==> src/rtl/bcpe_pkg.sv <==
// ----------------------------------------------------------------------------
// bcpe_pkg
// Shared constants, types and helpers of the Bezier curve point evaluator.
// ----------------------------------------------------------------------------
`default_nettype none

package bcpe_pkg;

  // default for the largest number of control points
  localparam int unsigned MAX_POINTS_DEF = 7;

  // coordinate and parameter formats
  localparam int unsigned COORD_W = 32;
  localparam int unsigned LANES   = 2;
  localparam int unsigned CP_W    = LANES * COORD_W;
  localparam int unsigned T_W     = 17;
  localparam int unsigned FRAC_W  = 16;
  localparam logic [T_W-1:0] T_ONE = 17'd65536;

  // limb multiply-accumulate widths
  localparam int unsigned PROD_W  = T_W + COORD_W;
  localparam int unsigned MAC_W   = PROD_W + 1;
  localparam int unsigned CARRY_W = MAC_W - COORD_W;

  // configuration port
  localparam int unsigned CFG_IDX_W  = 3;
  localparam int unsigned CFG_DATA_W = 64;
  localparam int unsigned PC_W       = 3;
  localparam logic [CFG_IDX_W-1:0] REG_POINT_COUNT = 3'd0;
  localparam logic [CFG_IDX_W-1:0] REG_CP_BASE     = 3'd1;
  localparam logic [PC_W-1:0]      POINT_COUNT_RST = 3'd3;

  // command field widths, sized for the largest supported point count
  localparam int unsigned IDX_MAX_W  = 3;
  localparam int unsigned LIMB_MAX_W = 2;

  // number of 32-bit limbs that hold the widest de Casteljau value
  function automatic int unsigned limb_count(input int unsigned max_points);
    limb_count = (FRAC_W * max_points + FRAC_W + COORD_W - 1) / COORD_W;
  endfunction

  typedef enum logic [2:0] {
    ST_IDLE,
    ST_FETCH,
    ST_RUN,
    ST_DRAIN,
    ST_ROUND
  } state_e;

  typedef struct packed {
    logic                  load_t;
    logic                  fetch;
    logic                  issue;
    logic                  src_cp;
    logic [IDX_MAX_W-1:0]  idx;
    logic [LIMB_MAX_W-1:0] limb;
    logic [IDX_MAX_W-1:0]  n;
    logic                  out_load;
  } cmd_t;

endpackage

`default_nettype wire

==> src/rtl/bcpe_ctrl.sv <==
// ----------------------------------------------------------------------------
// bcpe_ctrl
// Sequencer: walks levels, operations and limbs of the de Casteljau pass.
// ----------------------------------------------------------------------------
`default_nettype none

module bcpe_ctrl #(
  parameter int unsigned MAX_POINTS = bcpe_pkg::MAX_POINTS_DEF
) (
  input  logic                           clk_i,
  input  logic                           rst_ni,
  input  logic                           cfg_we_i,
  input  logic [bcpe_pkg::CFG_IDX_W-1:0] cfg_idx_i,
  input  logic [bcpe_pkg::PC_W-1:0]      cfg_pc_i,
  input  logic                           in_valid_i,
  output logic                           in_ready_o,
  output logic                           out_valid_o,
  input  logic                           out_ready_i,
  output bcpe_pkg::cmd_t                 cmd_o
);

  localparam int unsigned NUM_LIMBS = bcpe_pkg::limb_count(MAX_POINTS);
  localparam int unsigned IDX_W     = $clog2(MAX_POINTS);
  localparam int unsigned LIMB_W    = $clog2(NUM_LIMBS);
  localparam int unsigned PC_W      = bcpe_pkg::PC_W;

  bcpe_pkg::state_e    state_q, state_d;
  logic [PC_W-1:0]     pc_q;
  logic [PC_W-1:0]     cnt;
  logic [IDX_W-1:0]    n;
  logic [IDX_W-1:0]    level_q, level_d;
  logic [IDX_W-1:0]    op_q, op_d;
  logic [LIMB_W-1:0]   limb_q, limb_d;
  logic                out_valid_q, out_valid_d;

  // point count register
  always_ff @(posedge clk_i or negedge rst_ni) begin
    if (!rst_ni) begin
      pc_q <= bcpe_pkg::POINT_COUNT_RST;
    end else if (cfg_we_i && cfg_idx_i == bcpe_pkg::REG_POINT_COUNT) begin
      pc_q <= cfg_pc_i;
    end
  end

  // zero counts as one point, counts above the limit are clamped
  always_comb begin
    if (pc_q == '0) begin
      cnt = PC_W'(1);
    end else if (pc_q > PC_W'(MAX_POINTS)) begin
      cnt = PC_W'(MAX_POINTS);
    end else begin
      cnt = pc_q;
    end
    n = IDX_W'(cnt - PC_W'(1));
  end

  always_ff @(posedge clk_i or negedge rst_ni) begin
    if (!rst_ni) begin
      state_q     <= bcpe_pkg::ST_IDLE;
      level_q     <= '0;
      op_q        <= '0;
      limb_q      <= '0;
      out_valid_q <= 1'b0;
    end else begin
      state_q     <= state_d;
      level_q     <= level_d;
      op_q        <= op_d;
      limb_q      <= limb_d;
      out_valid_q <= out_valid_d;
    end
  end

  always_comb begin
    state_d     = state_q;
    level_d     = level_q;
    op_d        = op_q;
    limb_d      = limb_q;
    out_valid_d = out_valid_q;
    in_ready_o  = 1'b0;

    cmd_o          = '0;
    cmd_o.n        = bcpe_pkg::IDX_MAX_W'(n);
    cmd_o.idx      = bcpe_pkg::IDX_MAX_W'(op_q);
    cmd_o.limb     = bcpe_pkg::LIMB_MAX_W'(limb_q);
    cmd_o.src_cp   = (level_q == IDX_W'(1));

    if (out_valid_q && out_ready_i) begin
      out_valid_d = 1'b0;
    end

    case (state_q)
      bcpe_pkg::ST_IDLE: begin
        in_ready_o = 1'b1;
        if (in_valid_i) begin
          cmd_o.load_t = 1'b1;
          level_d      = IDX_W'(1);
          op_d         = '0;
          limb_d       = '0;
          state_d      = (n == '0) ? bcpe_pkg::ST_FETCH : bcpe_pkg::ST_RUN;
        end
      end
      bcpe_pkg::ST_FETCH: begin
        // single point: fetch control point 0 for a straight copy
        cmd_o.fetch = 1'b1;
        cmd_o.idx   = '0;
        state_d     = bcpe_pkg::ST_ROUND;
      end
      bcpe_pkg::ST_RUN: begin
        cmd_o.issue = 1'b1;
        if (limb_q == LIMB_W'(NUM_LIMBS - 1)) begin
          limb_d = '0;
          if (op_q == n - level_q) begin
            op_d = '0;
            if (level_q == n) begin
              state_d = bcpe_pkg::ST_DRAIN;
            end else begin
              level_d = level_q + IDX_W'(1);
            end
          end else begin
            op_d = op_q + IDX_W'(1);
          end
        end else begin
          limb_d = limb_q + LIMB_W'(1);
        end
      end
      bcpe_pkg::ST_DRAIN: begin
        state_d = bcpe_pkg::ST_ROUND;
      end
      bcpe_pkg::ST_ROUND: begin
        if (!out_valid_q || out_ready_i) begin
          cmd_o.out_load = 1'b1;
          out_valid_d    = 1'b1;
          state_d        = bcpe_pkg::ST_IDLE;
        end
      end
      default: begin
        state_d = bcpe_pkg::ST_IDLE;
      end
    endcase
  end

  assign out_valid_o = out_valid_q;

endmodule

`default_nettype wire

==> config.mk <==
export PLATFORM = sky130hd
export DESIGN_NAME = bcpe_ctrl
export DESIGN_NICKNAME = d
export VERILOG_FILES = /design/src/rtl/bcpe_pkg.sv /design/src/rtl/bcpe_ctrl.sv
export SDC_FILE = /design/constraint.sdc
export NUM_CORES = 1
export LEC_CHECK = 0
export ABC_CLOCK_PERIOD_IN_PS = 6750
export BUFFER_PORTS_ARGS = -buffer_cell sky130_fd_sc_hd__buf_2
export CAP_MARGIN = 10
export CORE_MARGIN = 4
export CORE_UTILIZATION = 50
export CTS_BUF_LIST = sky130_fd_sc_hd__clkbuf_4
export DETAILED_ROUTE_END_ITERATION = 10
export GPL_TIMING_DRIVEN = 0
export MAX_ROUTING_LAYER = met4
export PLACE_DENSITY = 0.79
export SKIP_CTS_REPAIR_TIMING = 1
export SLEW_MARGIN = 20
export SYNTH_ARGS = -nofsm -noshare
export SYNTH_HDL_FRONTEND = slang
export SYNTH_SLANG_ARGS = --single-unit
==> constraint.sdc <==
create_clock -name clk_i -period 6.75 [get_ports clk_i]
set_input_delay 1.35 -clock clk_i [delete_from_list [all_inputs] [get_ports clk_i]]
set_output_delay 1.35 -clock clk_i [all_outputs]
set_load 0.02 [all_outputs]
==> results of run 1 <==
-- through the flow --
| stage | util | power, mW |
|---|---|---|
| finish | 0.653 | 0.532 |
| global route | 0.653 | 0.583 |
| CTS | 0.653 | 0.539 |
| detailed placement | 0.636 | 0.482 |
| global placement | 0.636 | 0.462 |
| floorplan | - | 0.398 |
-- placed cells by master, fill, tap and decap left out, types with 2 or more instances in the layout --
| cell | count |
|---|---|
| mux2_2 | 2 |
| nor3_1 | 4 |
| nand2_1 | 6 |
| dfrtp_1 | 13 |
| clkbuf_1 | 2 |
| xor2_1 | 3 |
| o21ai_0 | 4 |
| buf_2 | 25 |
| nor2b_1 | 6 |
| inv_1 | 8 |
| clkbuf_4 | 4 |
| nand2b_1 | 3 |
| ha_1 | 8 |
| or2_2 | 3 |
| nor2_1 | 5 |
| nand3_1 | 4 |
| a21oi_1 | 2 |
| xnor2_1 | 2 |
| a22o_1 | 3 |
| dfstp_2 | 2 |
| mux2i_1 | 4 |
-- per-layer routing --
| metal | track usage | wire length, um |
|---|---|---|
| met5 | - | 0 |
| met1 | 0.189 | 793 |
| met4 | 0.0426 | 9 |
| met2 | 0.293 | 1020 |
| met3 | 0.0741 | 145 |
-- power by group through the flow --
stage | Clock [mW] | Combinational (mW) | Sequential [mW]
after floorplan | 0 | 0.248 | 0.150
after global placement | 0 | 0.316 | 0.146
after detailed placement | 0 | 0.333 | 0.148
after CTS | 0.0587 | 0.334 | 0.146
after global routing | 0.0650 | 0.368 | 0.150
final | 0.0561 | 0.330 | 0.146
-- flip-flops by register name (all words and copies together), names as in the netlist --
register     cells
limb_q           2
pc_q             3
op_q             3
state_q          3
level_q          3
out_valid_o      1
-- how the worst max path moves through the flow --
| stage | end | from |
|---|---|---|
| floorplan | cmd_o[12] | in_valid_i |
| global placement | cmd_o[12] | in_valid_i |
| detailed placement | cmd_o[12] | in_valid_i |
| CTS | cmd_o[12] | in_valid_i |
| global route | cmd_o[12] | in_valid_i |
| finish | cmd_o[12] | in_valid_i |
-- area by class of cell --
| type | count | area share |
|---|---|---|
| multi-input cells | 71 | 0.488 |
| flip-flops and latches | 15 | 0.321 |
| repair buffers | 25 | 0.106 |
| well taps | 25 | 0.0266 |
| clock buffers | 4 | 0.0255 |
| inverters | 8 | 0.0255 |
| plain buffers | 2 | 0.00638 |
-- cell families (layout without fill, tap and decap cells) --
kind of cell	Yosys count	after routing	share of synthesized area
AND/OR/NAND/NOR	35	35	0.198
AO/OA/AOI/OAI	15	15	0.129
buffers and inverters	10	39	0.0379
multiplexers	6	6	0.0632
flip-flops	15	15	0.382
XOR/XNOR	6	6	0.0683
adder cells (fa/ha/maj)	9	9	0.121
==> impl_metrics.toml, run 1 <==
[outcome]
status = "finished clean"

[power_and_ir_drop]
p_switching_uw = 246
p_per_area_nw_per_um2 = 453
p_sw_frac = 0.461
combPwrFrac = 0.620
cellLeakagePower_nw = 0.551
p_int_uw = 287
clock_power_share = 0.105
irDropWorstVdd_v = 0.000291
power_frac_seq = 0.274

[yosys]
synth_most_common_cell = "dfrtp_1"
netlist.area_leader.share = 0.329
ys_ff_latch = 15
synth_edf_count = 0
ys_types = 31
yosysSeqAreaShare = 0.382
synthCells = 96
synth_area_leaders = "dfrtp_1, ha_1, dfstp_2"
ys.flop_type = "dfrtp_1"
synth_nets = 116
synth_area_um2 = 990
synthArstFlopShare = 1.00
yosys.area.top_type = "dfrtp_1"
synth_common_cells = "dfrtp_1, ha_1, inv_1, nand2_1, nor2b_1"
synth_area_per_cell_um2 = 10.3
yosysWarnings = 0

[worst_setup_path]
critPathBufInv = 2
cpMaxStageDelayCell = "nor4b_2"
worstRegToRegCells = 8
cp.arrival_ps = 2230
cp.required_ps = 5400
rrSetupSlack_ps = 3840
crit_chain = "buf_2 > nor4b_2 > buf_2"
crit_fanout = 7
path_delay_family = "simple AND/OR/NAND/NOR gates"
crit_cells = 3
cpPeakStageDelay_ps = 500
cpMostUsedCell = "buf_2"
r2r-start = "pc_q[1]$_DFFE_PN1P_"
end_kind = "output pin"
cp-start-kind = "primary input"
r2r-end = "level_q[1]$_DFFE_PN0P_"
crit_type = "primary input to output pin"

[placed_design]
dp_hpwl_mm = 1.61
gp_congestion = 0.735
portBuffers = 25
place_area_um2 = 1150
pre_cts_ws_ps = 3170
placed_cells = 146

[die]
core-area_um2 = 1800
rows = 15
dieWidth_um = 52.5
die_h_um = 52.5
die_area_um2 = 2760
ios = 26
start_util = 0.549

[cells_and_area]
multi_input_area_um2 = 574
final_cells = 150
fin_area_um2 = 1180
seqCellArea_um2 = 378
drive_gt1_frac = 0.328
antennaDiodeCount = 0
area_growth_pct = 18.8
nets = 146
fillCellCount = 164

[clock_network]
clkTransAtPathRegs_ps = 80
clk_latency_ps = 290
clockBufferDepth = 2
cts_tree = "built"
cts_sinks = 15
htree_num_levels = 1
cts_inserted_buffers = 3
root_buffer = "clkbuf_4"

[global_route]
grt_first_pass_wirelength_mm = 3.34
grt_util_all_layers = 0.174
overflow = 0
grt_pass1_vias = 780
grt_antenna_before_repair = 0
grt_max_degree = 16

[route]
vias_per_cell = 5.31
drt_pre_antenna_iters = 4
ant_nets = 0
wl_mm = 1.97
routedWlPerCell_um = 13.1
drcViolationCount = 0
vias = 796
drt_iter0_markers = 15

[sta]
final.setup.tns_ps = 0
grt_setup_unrepaired = "false"
tightest_slew_ps = 716
drv_slew = 0
maxSlewHeadroom = 0.516
hold_viol_final = 0
fin_ws_ps = 3170
fin_hold_ws_ps = 516
max_freq_ghz = 0.279
finalSetupViolCount = 0
clock_skew_ps = 2.76
min_period_ps = 3580
period_share = 0.531

[worst_hold_path]
hp-class = "flip-flop to flip-flop"
holdCritStartpoint = "limb_q[0]$_DFFE_PN0P_"
hold_depth = 1
holdPathEnd = "limb_q[0]$_DFFE_PN0P_"

[flow_run]
max_cap_viol_count = 0
No activity file was read; power rests on OpenSTA's default activity.
==> run 2, diff against run 1 <==
--- a/config.mk
+++ b/config.mk
@@ -5,16 +5,16 @@
 export SDC_FILE = /design/constraint.sdc
 export NUM_CORES = 1
 export LEC_CHECK = 0
-export ABC_CLOCK_PERIOD_IN_PS = 6750
+export ABC_CLOCK_PERIOD_IN_PS = 3000
 export BUFFER_PORTS_ARGS = -buffer_cell sky130_fd_sc_hd__buf_2
 export CAP_MARGIN = 10
 export CORE_MARGIN = 4
-export CORE_UTILIZATION = 50
+export CORE_UTILIZATION = 48
 export CTS_BUF_LIST = sky130_fd_sc_hd__clkbuf_4
 export DETAILED_ROUTE_END_ITERATION = 10
 export GPL_TIMING_DRIVEN = 0
 export MAX_ROUTING_LAYER = met4
-export PLACE_DENSITY = 0.79
+export PLACE_DENSITY = 0.8
 export SKIP_CTS_REPAIR_TIMING = 1
 export SLEW_MARGIN = 20
 export SYNTH_ARGS = -nofsm -noshare
==> constraint.sdc (replaced) <==
create_clock -name clk_i -period 3 [get_ports clk_i]
set_input_delay 0.6 -clock clk_i [delete_from_list [all_inputs] [get_ports clk_i]]
set_output_delay 0.6 -clock clk_i [all_outputs]
set_load 0.02 [all_outputs]
==> run 2 against run 1 <==
Routed wire length is 3.5% lower. Clock skew is 5.2 ps higher. Non-clock buffer count stayed put. Sequential share of layout area is 0.20 points lower. Highest routed layer unchanged. Clock-buffer cell count is 1 lower.
==> impl_metrics.toml, run 2 (same netlist as run 1, synthesis figures left out) <==
[route]
wl_mm = 1.90
vias_per_cell = 5.11
drt_pre_antenna_iters = 4
ant_nets = 0
vias = 777
drcViolationCount = 0
drt_iter0_markers = 15
routedWlPerCell_um = 12.5

[worst_setup_path]
crit_fanout = 3
rrSetupSlack_ps = 160
cp.required_ps = 3210
crit_type = "flip-flop to flip-flop"
cp-startpoint = "pc_q[1]$_DFFE_PN1P_"
end_kind = "flip-flop"
cp.arrival_ps = 3050
r2r-end = "level_q[2]$_DFFE_PN0P_"
worstRegToRegCells = 8
crit_chain = "nor2_1 > or2_2 > ha_1 > fa_1 > xnor2_1 > nand3_1 > a2111oi_4 > mux2i_1"
cpPeakStageDelay_ps = 540
cpMaxStageDelayCell = "dfstp_2"
r2r-start = "pc_q[1]$_DFFE_PN1P_"
cp-start-kind = "flip-flop"

[flow_run]
max_cap_viol_count = 0

[power_and_ir_drop]
power_frac_seq = 0.280
irDropWorstVdd_v = 0.000568
total_power_mw = 1.18
combPwrFrac = 0.622
p_int_uw = 634
p_sw_frac = 0.465
p_switching_uw = 551
clock_power_share = 0.098
p_per_area_nw_per_um2 = 1000
cellLeakagePower_nw = 0.552

[clock_network]
clkTransAtPathRegs_ps = 90
cts_inserted_buffers = 3
cts_sinks = 15
root_buffer = "clkbuf_4"
cts_tree = "built"
clk_latency_ps = 290
htree_num_levels = 1
clockBufferDepth = 2

[placed_design]
dp_hpwl_mm = 1.51
pre_cts_ws_ps = 119
place_area_um2 = 1150
gp_congestion = 0.746
portBuffers = 25

[cells_and_area]
antennaDiodeCount = 0
drive_gt1_frac = 0.336
area_growth_pct = 19.6
multi_input_area_um2 = 582
final_cell_mix = "buf_2, dfrtp_1, inv_1, ha_1"
final_common_cell = "buf_2"
fin_util = 0.603
nets = 146
seqCellArea_um2 = 378
fin_area_um2 = 1180
fillCellCount = 185

[die]
die_area_um2 = 2850
core-area_um2 = 1960
die_h_um = 53.4
dieWidth_um = 53.4
start_util = 0.504
rows = 16
ios = 26

[sta]
clock_skew_ps = 7.98
max_freq_ghz = 0.352
finalSetupViolCount = 0
drv_slew = 0
fin_ws_ps = 162
min_period_ps = 2840
hold_viol_final = 0
maxSlewHeadroom = 0.543
period_share = 0.946
tightest_slew_ps = 676

[worst_hold_path]
hp-class = "primary input to asynchronous set/reset pin"

[global_route]
grt_max_degree = 16
overflow = 0
grt_pass1_vias = 736
grt_util_all_layers = 0.154
grt_first_pass_wirelength_mm = 3.10
grt_antenna_before_repair = 0

[outcome]
status = "finished clean"
## run 2: cell count changes in the layout (fill, tap and decap cells not counted)
cell | previous run | this run
xor2_2 | 0 | 1
xor2_1 | 3 | 2
clkinv_2 | 0 | 1
clkbuf_4 | 4 | 3
## run 2: per-layer routing
| metal | wire length [um] | global-route usage | up-vias |
|---|---|---|---|
| met4 | 19 | 0.0511 | 0 |
| met3 | 125 | 0.0451 | 2 |
| met5 | 0 | - | - |
| met1 | 855 | 0.182 | 369 |
| met2 | 902 | 0.251 | 17 |
| li1 | - | - | 389 |
## run 2: layout make-up
type | count | area share
buffer | 2 | 0.00634
clock inverter | 1 | 0.00423
timing repair buffer | 25 | 0.106
clock buffer | 3 | 0.0190
inverter | 8 | 0.0254
tap | 27 | 0.0285
sequential | 15 | 0.319
multi-input combinational | 71 | 0.492
## run 2: worst max path at each step
| stage | to | slack [ps] | depth (start not counted) |
|---|---|---|---|
| 4_1_cts | level_q[2]$_DFFE_PN0P_ | 90 | 8 |
| 2_1_floorplan | level_q[2]$_DFFE_PN0P_ | 200 | 8 |
| 6_report | level_q[2]$_DFFE_PN0P_ | 160 | 8 |
| 3_5_place_dp | level_q[2]$_DFFE_PN0P_ | 120 | 8 |
| 3_3_place_gp | level_q[2]$_DFFE_PN0P_ | 180 | 8 |
| 5_1_grt | level_q[1]$_DFFE_PN0P_ | -4 | 8 |
## run 2: worst max-delay path: cells and delay by family (launching register included)
family	cells	cell delay (ps)
adders and majority gates	2	850
and+or+nand+nor	3	550
DFF	1	540
AOI/OAI and AO/OA	1	380
xor gates and xnor gates	1	220
muxes	1	210
## run 2: power groups by stage
stage          Sequential, mW  Clock [mW]  Combinational, mW
2_1_floorplan           0.337           0              0.557
3_3_place_gp            0.328           0              0.709
5_1_grt                 0.338       0.129              0.824
4_1_cts                 0.331       0.121              0.735
3_5_place_dp            0.335           0              0.731
6_report                0.332       0.116              0.736
## run 2: per-stage QoR
| stage | hold slack, ps | instances | setup TNS [ps] |
|---|---|---|---|
| detailed placement | 519 | 148 | 0 |
| finish | 202 | 152 | 0 |
| global route | 211 | 152 | -4.34 |
| global placement | 500 | 148 | 0 |
| floorplan | 304 | 96 | 0 |
| CTS | 206 | 152 | 0 |
